--- src/rtl/tdts_pkg.sv ---
// ============================================================================
// Task scheduler package
// Shared types, constants and policy codes for the tick-driven scheduler.
// ============================================================================
package tdts_pkg;

  localparam int unsigned QueueDepth = 16;
  localparam int unsigned TickBits   = 16;
  localparam int unsigned CntBits    = $clog2(QueueDepth + 1);
  localparam logic [7:0]  QuantumReset = 8'd10;

  typedef enum logic [1:0] {
    POL_FCFS = 2'd0,
    POL_RR   = 2'd1,
    POL_PRIO = 2'd2,
    POL_SRT  = 2'd3
  } policy_e;

  typedef enum logic [1:0] {
    CFG_POLICY  = 2'd0,
    CFG_QUANTUM = 2'd1,
    CFG_TOTAL   = 2'd2
  } cfg_idx_e;

  typedef struct packed {
    logic       arrival_valid;
    logic [7:0] task_id;
    logic [7:0] burst_ticks;
    logic [3:0] task_priority;
  } in_item_t;

  typedef struct packed {
    logic        done_valid;
    logic [7:0]  done_id;
    logic [7:0]  done_burst;
    logic [15:0] start_stamp;
    logic [15:0] end_stamp;
    logic [15:0] turnaround;
    logic        running_valid;
    logic [7:0]  running_id;
    logic        arrival_dropped;
    logic        all_done;
  } out_item_t;

  // One queue entry.
  typedef struct packed {
    logic [7:0]          id;
    logic [7:0]          burst;
    logic [3:0]          prio;
    logic [TickBits-1:0] start;
    logic [7:0]          ran;
  } slot_t;

  // Commands broadcast to every cell.
  typedef struct packed {
    logic shift;   // take the neighbour above (pop / rotate)
    logic inc0;    // front cell adds one to its run count
  } cell_ctl_t;

  function automatic logic [8:0] key_of(input slot_t s, input logic [1:0] pol);
    if (pol == POL_PRIO) return {5'd0, s.prio};
    return {1'b0, s.burst - s.ran};
  endfunction

endpackage

--- src/rtl/tdts_cell.sv ---
// ============================================================================
// Scheduler queue cell
// Holds one entry; loads, shifts towards the front or takes the entry below.
// ============================================================================
module tdts_cell (
  input  logic                clk_i,
  input  tdts_pkg::cell_ctl_t ctl_i,
  input  logic                is_front_i,
  input  logic                load_i,
  input  tdts_pkg::slot_t     load_slot_i,
  input  tdts_pkg::slot_t     above_i,   // neighbour nearer the back
  input  tdts_pkg::slot_t     below_i,   // neighbour nearer the front
  input  logic                take_below_i,
  output tdts_pkg::slot_t     slot_o
);
  tdts_pkg::slot_t slot_q, slot_d;

  always_comb begin
    slot_d = slot_q;
    if (load_i) begin
      slot_d = load_slot_i;
    end else if (ctl_i.shift) begin
      slot_d = above_i;
    end else if (take_below_i) begin
      slot_d = below_i;
    end else if (ctl_i.inc0 && is_front_i) begin
      slot_d.ran = slot_q.ran + 8'd1;
    end
  end

  always_ff @(posedge clk_i) begin
    slot_q <= slot_d;
  end

  assign slot_o = slot_q;
endmodule

--- src/rtl/tick_driven_task_scheduler.sv ---
// ============================================================================
// Tick-driven task scheduler
// Ready queue as a row of cells with FCFS, round-robin, priority and SRT.
// ============================================================================
// Channel  | Handshake                  | Payload
// in       | in_valid_i / in_ready_o    | in_data_i  (tdts_pkg::in_item_t)
// out      | out_valid_o / out_ready_i  | out_data_o (tdts_pkg::out_item_t)
// cfg      | cfg_we_i                   | cfg_idx_i, cfg_data_i
//
// A tick runs from one acceptance to the next through the accepting idle state,
// a completion check, a run step and a result step. A round-robin rotation
// adds a spin step. Under priority or shortest remaining, a completion that
// leaves two or more entries adds a scan of the entries behind the front
// (up to 14), one entry a cycle, then a step that moves the minimum to the front.
// A waiting result holds the input off. Reset clears all counters.
module tick_driven_task_scheduler (
  input  logic                 clk_i,
  input  logic                 rst_ni,
  input  logic                 in_valid_i,
  output logic                 in_ready_o,
  input  tdts_pkg::in_item_t   in_data_i,
  output logic                 out_valid_o,
  input  logic                 out_ready_i,
  output tdts_pkg::out_item_t  out_data_o,
  input  logic                 cfg_we_i,
  input  logic [1:0]           cfg_idx_i,
  input  logic [15:0]          cfg_data_i
);
  localparam int unsigned D  = tdts_pkg::QueueDepth;
  localparam int unsigned CB = tdts_pkg::CntBits;
  localparam int unsigned IB = $clog2(D);
  localparam int unsigned TW = tdts_pkg::TickBits;

  typedef enum logic [6:0] {
    ST_IDLE  = 7'b0000001,
    ST_CHECK = 7'b0000010,
    ST_SCAN  = 7'b0000100,
    ST_MOVE  = 7'b0001000,
    ST_RUN   = 7'b0010000,
    ST_SPIN  = 7'b0100000,
    ST_OUT   = 7'b1000000
  } state_e;

  state_e state_q, state_d;
  logic [1:0]  policy_q;
  logic [7:0]  quantum_q;
  logic [15:0] total_q;
  logic [CB-1:0] count_q, count_d;
  logic [TW-1:0] tick_q;
  logic [8:0]  slice_q, slice_d;
  logic [15:0] done_cnt_q, done_cnt_d;
  logic [CB-1:0] pass_q, pass_d;
  logic [IB-1:0] best_idx_q, best_idx_d;
  logic [8:0]  best_key_q, best_key_d;
  tdts_pkg::out_item_t res_q, res_d;
  logic out_valid_q;
  logic dropped_q, dropped_d;

  tdts_pkg::slot_t slots [D];
  tdts_pkg::slot_t above [D];
  tdts_pkg::slot_t below [D];
  logic take_dn [D];
  logic load_en [D];
  tdts_pkg::slot_t new_slot;
  tdts_pkg::slot_t ld_slot;
  tdts_pkg::slot_t scan_slot;
  logic [8:0] scan_key;
  tdts_pkg::cell_ctl_t ctl;
  logic accept;
  logic front_fin;

  assign accept     = in_valid_i && in_ready_o;
  assign in_ready_o = (state_q == ST_IDLE) && (!out_valid_q || out_ready_i);

  always_ff @(posedge clk_i or negedge rst_ni) begin
    if (!rst_ni) begin
      policy_q  <= tdts_pkg::POL_FCFS;
      quantum_q <= tdts_pkg::QuantumReset;
      total_q   <= 16'd0;
    end else if (cfg_we_i) begin
      unique case (cfg_idx_i)
        tdts_pkg::CFG_POLICY:  policy_q  <= cfg_data_i[1:0];
        tdts_pkg::CFG_QUANTUM: quantum_q <= cfg_data_i[7:0];
        tdts_pkg::CFG_TOTAL:   total_q   <= cfg_data_i;
        default: ;
      endcase
    end
  end

  assign new_slot = '{id: in_data_i.task_id, burst: in_data_i.burst_ticks,
                      prio: in_data_i.task_priority, start: tick_q, ran: 8'd0};

  // Front-cell view.
  assign front_fin = (count_q != '0) && (slots[0].ran >= slots[0].burst);

  // The minimum search reads one entry a cycle.
  assign scan_slot = slots[pass_q[IB-1:0]];
  assign scan_key  = tdts_pkg::key_of(scan_slot, policy_q);

  always_comb begin
    state_d    = state_q;
    count_d    = count_q;
    slice_d    = slice_q;
    done_cnt_d = done_cnt_q;
    pass_d     = pass_q;
    best_idx_d = best_idx_q;
    best_key_d = best_key_q;
    res_d      = res_q;
    dropped_d  = dropped_q;
    ctl        = '{shift: 1'b0, inc0: 1'b0};
    ld_slot    = new_slot;
    for (int i = 0; i < D; i++) load_en[i] = 1'b0;
    unique case (state_q)
      ST_IDLE: begin
        if (accept) begin
          dropped_d = 1'b0;
          if (in_data_i.arrival_valid) begin
            if (count_q < CB'(D)) begin
              load_en[count_q[IB-1:0]] = 1'b1;
              count_d = count_q + CB'(1);
            end else begin
              dropped_d = 1'b1;
            end
          end
          state_d = ST_CHECK;
        end
      end
      ST_CHECK: begin
        res_d = '0;
        res_d.arrival_dropped = dropped_q;
        if (front_fin) begin
          res_d.done_valid  = 1'b1;
          res_d.done_id     = slots[0].id;
          res_d.done_burst  = slots[0].burst;
          res_d.start_stamp = 16'(slots[0].start);
          res_d.end_stamp   = 16'(tick_q);
          res_d.turnaround  = 16'(tick_q - slots[0].start);
          if (done_cnt_q != 16'hFFFF) done_cnt_d = done_cnt_q + 16'd1;
          slice_d   = 9'd0;
          ctl.shift = 1'b1;
          count_d   = count_q - CB'(1);
          if ((policy_q == tdts_pkg::POL_PRIO || policy_q == tdts_pkg::POL_SRT) &&
              count_q > CB'(2)) begin
            // The entry behind the front becomes the first candidate.
            pass_d     = CB'(1);
            best_idx_d = '0;
            best_key_d = tdts_pkg::key_of(slots[1], policy_q);
            state_d    = ST_SCAN;
          end else begin
            state_d = ST_RUN;
          end
        end else begin
          state_d = ST_RUN;
        end
      end
      ST_SCAN: begin
        // A strictly smaller key wins, so the entry nearest the front wins a tie.
        if (scan_key < best_key_q) begin
          best_idx_d = pass_q[IB-1:0];
          best_key_d = scan_key;
        end
        pass_d = pass_q + CB'(1);
        if (pass_q + CB'(1) >= count_q) state_d = ST_MOVE;
      end
      ST_MOVE: begin
        // The minimum goes to the front and the entries before it step back.
        if (best_idx_q != '0) begin
          load_en[0] = 1'b1;
          ld_slot    = slots[best_idx_q];
        end
        state_d = ST_RUN;
      end
      ST_RUN: begin
        if (count_q != '0 && slots[0].ran < slots[0].burst) begin
          if (policy_q == tdts_pkg::POL_RR && slice_q > {1'b0, quantum_q}) begin
            ctl.shift = 1'b1;
            load_en[count_q[IB-1:0] - IB'(1)] = 1'b1;
            ld_slot = slots[0];
            slice_d = 9'd1;
            state_d = ST_SPIN;
          end else begin
            if (policy_q == tdts_pkg::POL_RR) slice_d = slice_q + 9'd1;
            ctl.inc0 = 1'b1;
            res_d.running_valid = 1'b1;
            res_d.running_id    = slots[0].id;
            state_d = ST_OUT;
          end
        end else begin
          state_d = ST_OUT;
        end
      end
      ST_SPIN: begin
        // After a rotation the new front runs whatever its run count.
        ctl.inc0 = 1'b1;
        res_d.running_valid = 1'b1;
        res_d.running_id    = slots[0].id;
        state_d = ST_OUT;
      end
      ST_OUT: begin
        res_d.all_done = (done_cnt_q >= total_q);
        state_d = ST_IDLE;
      end
      default: state_d = ST_IDLE;
    endcase
  end

  always_ff @(posedge clk_i or negedge rst_ni) begin
    if (!rst_ni) begin
      state_q     <= ST_IDLE;
      count_q     <= '0;
      tick_q      <= '0;
      slice_q     <= '0;
      done_cnt_q  <= '0;
      pass_q      <= '0;
      best_idx_q  <= '0;
      best_key_q  <= '0;
      out_valid_q <= 1'b0;
      dropped_q   <= 1'b0;
    end else begin
      state_q    <= state_d;
      count_q    <= count_d;
      done_cnt_q <= done_cnt_d;
      pass_q     <= pass_d;
      best_idx_q <= best_idx_d;
      best_key_q <= best_key_d;
      dropped_q  <= dropped_d;
      slice_q    <= slice_d;
      if (state_q == ST_OUT) tick_q <= tick_q + TW'(1);
      if (state_q == ST_OUT) out_valid_q <= 1'b1;
      else if (out_ready_i)  out_valid_q <= 1'b0;
    end
  end

  always_ff @(posedge clk_i) begin
    res_q <= res_d;
  end

  // Wiring of the row.
  for (genvar g = 0; g < D; g++) begin : g_cell
    assign above[g]   = (g == D - 1) ? slots[g] : slots[(g + 1) % D];
    assign below[g]   = (g == 0) ? slots[g] : slots[(g + D - 1) % D];
    assign take_dn[g] = (state_q == ST_MOVE) && (g != 0) && (IB'(g) <= best_idx_q);

    tdts_cell u_cell (
      .clk_i       (clk_i),
      .ctl_i       (ctl),
      .is_front_i  (g == 0),
      .load_i      (load_en[g]),
      .load_slot_i (ld_slot),
      .above_i     (above[g]),
      .below_i     (below[g]),
      .take_below_i(take_dn[g]),
      .slot_o      (slots[g])
    );
  end

  assign out_valid_o = out_valid_q;
  assign out_data_o  = res_q;
endmodule

--- config.mk ---
export PLATFORM = sky130hd
export DESIGN_NAME = tick_driven_task_scheduler
export DESIGN_NICKNAME = d
export VERILOG_FILES = /design/src/rtl/tdts_pkg.sv /design/src/rtl/tdts_cell.sv /design/src/rtl/tick_driven_task_scheduler.sv
export SDC_FILE = /design/constraint.sdc
export NUM_CORES = 2
export LEC_CHECK = 0
export BUFFER_PORTS_ARGS = -buffer_cell sky130_fd_sc_hd__buf_2
export CAP_MARGIN = 25
export CELL_PAD_IN_SITES_DETAIL_PLACEMENT = 1
export CELL_PAD_IN_SITES_GLOBAL_PLACEMENT = 1
export CORE_MARGIN = 3
export CORE_UTILIZATION = 27
export CTS_CLUSTER_DIAMETER = 150
export DETAILED_ROUTE_END_ITERATION = 10
export PLACE_DENSITY = 0.52
export SLEW_MARGIN = 10
export SYNTH_ARGS = -nofsm -noshare
export SYNTH_HDL_FRONTEND = slang
export SYNTH_SLANG_ARGS = --single-unit
--- constraint.sdc ---
create_clock -name clk_i -period 8.2 [get_ports clk_i]
set_clock_uncertainty 0.2 [all_clocks]
set_input_delay 0.41 -clock clk_i [delete_from_list [all_inputs] [get_ports clk_i]]
set_output_delay 0.41 -clock clk_i [all_outputs]
set_load 0.005 [all_outputs]
==> impl_summary.md <==
Critical path
The signal on the critical path passes through buf_4, mux4_2, mux4_2, ha_1, nor2b_1, o21ai_0, a21oi_1, nor4_1, nor2_1, xnor2_1, nor2_1, ha_1, nor4_1, a32oi_1, o21a_1, a211oi_2, buf_6, nand3_1, o21ai_0. Data on the critical path is required at its endpoint by around 8600 ps. The cell depth of the worst flop-to-flop path is 19. The endpoint of the worst register-to-register path is best_idx_q[2]. STA classifies the critical path startpoint as a flop. Data arrives at the worst endpoint at 6560 ps. In this run the worst setup path terminates at best_idx_q[2]. The setup slack on the worst flop-to-flop path is 2080 ps. For this design, the slowest cell found on the critical path is sky130_fd_sc_hd__dfrtp_4. STA classifies the critical path endpoint as a flop. The largest single stage delay on the critical path is around 720 ps. In this run the critical register-to-register path is launched from pass_q[0].

Tracing the worst setup path back leads to its startpoint at pass_q[0]. The setup path with the least slack is of type reg -> reg. Along the worst path, the maximum fanout reaches 20.

Clocking
The clock tree synthesis step divided the H-tree into 3 levels. The register clock-pin slew on the reported worst setup and hold paths is approximately 60 ps. The number of clock sinks is between 800 and 900. The number of buffers created by CTS is 107. Post-CTS timing repair inserted 0 buffers for setup.

The tree is rooted in a sky130_fd_sc_hd__clkbuf_16. The clock latency reported for the late side of the worst-skew pair is 740 ps. TritonCTS built the clock tree. Post-CTS repair changed the size of 0 cells. The number of buffers on the longest clock path is 3. The count of hold-fix buffers inserted at cts is 30.

Synth
sky130_fd_sc_hd__mux2i_1 is the most common cell in the netlist. During synthesis, Yosys emitted a total of 0 warnings. The share of the Yosys chip area taken by registers is 0.472. The most used flip-flop cell after synthesis is sky130_fd_sc_hd__edfxtp_1.

In this run the mean area of a mapped cell was 13.9 um2. The post-synth net total is 4064. The synthesized cell area is 54800 um2. Ranked by total cell area, the synthesized netlist is headed by sky130_fd_sc_hd__edfxtp_1 (43%), sky130_fd_sc_hd__mux2i_1 (25%), sky130_fd_sc_hd__mux4_2 (12%).

The unique cell type count in the Yosys netlist is 75. The count of flip-flops with a built-in enable after synthesis is between 700 and 800. After technology mapping, the gate count stands at 3935. The synthesized design contains between 800 and 900 register bits. The proportion of register bits with asynchronous set or reset after synthesis is 0.112. By count the netlist is led by sky130_fd_sc_hd__mux2i_1 (1370), sky130_fd_sc_hd__edfxtp_1 (780), sky130_fd_sc_hd__mux4_2 (282).

The largest total area in the synthesized netlist belongs to sky130_fd_sc_hd__edfxtp_1. The area share of the largest cell type after synthesis is 0.427.

STA
Setup violations remaining at the end of the flow were counted as 0. The final-layout setup total negative slack is 0 ps. The remaining max-slew budget at the tightest pin is 0.230. The max-slew violation total from the final report is 0. The total count of hold-check failures in the final report came to 0.

Across all hold checks on the routed design, the worst slack comes to around 64 ps. The maximum clock frequency is 0.163 GHz. Setup repair after global routing left no endpoint under its margin. The worst path in the final design needs a cycle of 6120 ps, including I/O delays and setup.

Of the available clock period, the critical path in the final layout requires 0.746. For the pin with the worst max-slew slack, the measured transition is 1150 ps.

Power and ir drop
The sequential fraction of design power is 0.397. The standby leakage power is 23.8 nW. The switching share of power is 0.319. Of the total power, combinational logic draws 0.276.

The share of total power dissipated in the clock network is 0.327. Dividing total power by cell area gives a power density of 242 nW/um2. The internal power summed over all cells is 10.3 mW.

In this run the power spent charging and discharging nets is 4.82 mW. The worst-case IR drop observed on VDD is roughly 0.16 mV.

Worst hold path
The class of the tightest hold or removal check is in -> reg. The launch point of the worst hold path is in_data_i[19].

Drt
The total wirelength of the detailed-routed design is roughly 200 mm. The number of nets with antenna violations after detailed routing is 0. The final route contains 35.9k vias.

The first TritonRoute pass finished after 7 iterations. The DRC violation count after routing is 0. The first routing iteration left 2813 violations.

The via-per-instance ratio is 5.31. After detailed routing, the average wire length per cell comes to 29.3 um.

Floorplanning
The die outline area is 208000 um2. The initial utilization of the core area, before any placement, comes to 0.273. The count of standard-cell rows is 164. The area inside the core boundary is 201000 um2. The chip width is 456 um. about 120 I/O pins were placed. From bottom edge to top edge, the die measures 456 um.

Placed design
The global placer's final weighted congestion is 0.796. The final HPWL from detailed placement is 119 mm. The number of I/O port buffers is 121.

Status
The flow ran to the end, and the final reports show no timing, DRC or antenna violations.

Flow run
Across the run, the number of max-cap violations was 0.

Global routing
Entering global routing, the biggest net connects 134 pins. For this run, the total global-route usage over all layers was measured as 0.186. The number of antenna violations at the first check in global routing is 5. The number of global-route vias before repair was roughly 38k.

The first global-routing pass estimated 286 mm of wire. Global routing finished with a remaining overflow of 0.

Finish
The total of fill cells in the finished design is 21.2k. In the final layout, the share of cells above drive strength 1 is 0.200. The final layout contains 4131 nets.

The relative area change from synthesis to final layout is 14.0%.
==> cell type report <==
| cell class | count | area [um2] | share of cell area |
|---|---|---|---|
| diodes | 2 | 5.00 | 0.0000801 |
| multi-input cells | 2582 | 27000 | 0.432 |
| clock buffers | 149 | 2980 | 0.0477 |
| inverters | 139 | 526 | 0.00842 |
| flip-flops and latches | 878 | 25900 | 0.415 |
| repair buffers | 294 | 2190 | 0.0350 |
| well taps | 2656 | 3320 | 0.0532 |
| clock inverters | 51 | 546 | 0.00874 |
==> registers in the layout, indices dropped and copies added (netlist names) <==
name and flops:
policy_q 2, state_q 7, dropped_q 1, pass_q 5, tick_q 16, out_valid_o 1, best_key_q 8, count_q 5
g_cell.u_cell.slot_o 704, total_q 16, out_data_o 76, done_cnt_q 16, best_idx_q 4, quantum_q 8, slice_q 9
==> power by group through the flow <==
stage / registers (mW) / clock network (mW) / logic [mW]
global route: 6.06 / 5.22 / 4.52
detailed placement: 6.09 / 0 / 4.17
floorplan: 5.83 / 0 / 3.04
CTS: 6.00 / 5.07 / 4.20
finish: 6.00 / 4.93 / 4.16
global placement: 6.09 / 0 / 4.10
==> critical path, delay by kind of cell (launching register included) <==
| family | cells | cell delay (ps) |
|---|---|---|
| simple gates | 6 | 1140 |
| compound gates | 6 | 1480 |
| mux | 2 | 1170 |
| fa+ha+maj | 2 | 530 |
| buf+inv | 2 | 600 |
| xor+xnor | 1 | 150 |
| flops | 1 | 720 |
==> metrics by stage <==
step                      area (um2)  setup WS [ps]  instances  total power, mW   util
final                          62400           2080       6751             15.1  0.311
after global routing           62400           1580       6750             15.8  0.311
after CTS                      62400           1740       6747             15.3  0.311
after detailed placement       58600           1760       6517             10.3  0.292
after global placement         58300           1760       6485             10.2  0.290
after floorplan                54800            657       3935             8.86      -
==> worst min path at each step <==
stage | endpoint | slack (ps) | cells past startpoint
after global placement | tick_q[7] | 100 | 1
after global routing | g_cell[3].u_cell.slot_o[32] | 70 | 3
after floorplan | best_idx_q[0] | -90 | 0
final | g_cell[3].u_cell.slot_o[43] | 60 | 3
after CTS | g_cell[3].u_cell.slot_o[32] | 10 | 3
after detailed placement | tick_q[7] | 110 | 1
==> per-layer routing <==
layer  GRT usage  wire length [um]  vias up
li1            -                 -    15500
met2       0.311             95400      923
met1       0.252             88800    19100
met4      0.0507              4820        6
met5           0                40        -
met3      0.0240              9050      265
==> cells in the final DEF (no fill, tap or decap), types with 31 or more instances in the layout <==
master and n:
sky130_fd_sc_hd__a21oi_1 75, sky130_fd_sc_hd__a311oi_2 35, sky130_fd_sc_hd__buf_2 120, sky130_fd_sc_hd__buf_4 117, sky130_fd_sc_hd__clkbuf_1 31, sky130_fd_sc_hd__clkbuf_16 110, sky130_fd_sc_hd__dfrtp_1 88, sky130_fd_sc_hd__edfxtp_1 780
sky130_fd_sc_hd__ha_1 81, sky130_fd_sc_hd__inv_1 137, sky130_fd_sc_hd__mux2_2 32, sky130_fd_sc_hd__mux2i_1 1370, sky130_fd_sc_hd__mux4_2 282, sky130_fd_sc_hd__nand2_1 88, sky130_fd_sc_hd__nor2_1 128, sky130_fd_sc_hd__nor3_1 38
sky130_fd_sc_hd__o21ai_0 40, sky130_fd_sc_hd__o311a_1 36, sky130_fd_sc_hd__xnor2_1 46
==> logic make-up after synthesis <==
| group | synth area share |
|---|---|
| AND/OR/NAND/NOR | 0.0420 |
| XOR/XNOR | 0.0102 |
| adder cells (fa/ha/maj) | 0.0200 |
| multiplexers | 0.373 |
| AO/OA/AOI/OAI | 0.0415 |
| flip-flops | 0.472 |
| buffers and inverters | 0.0412 |
Note: power is estimated with default switching activity, not from simulation.
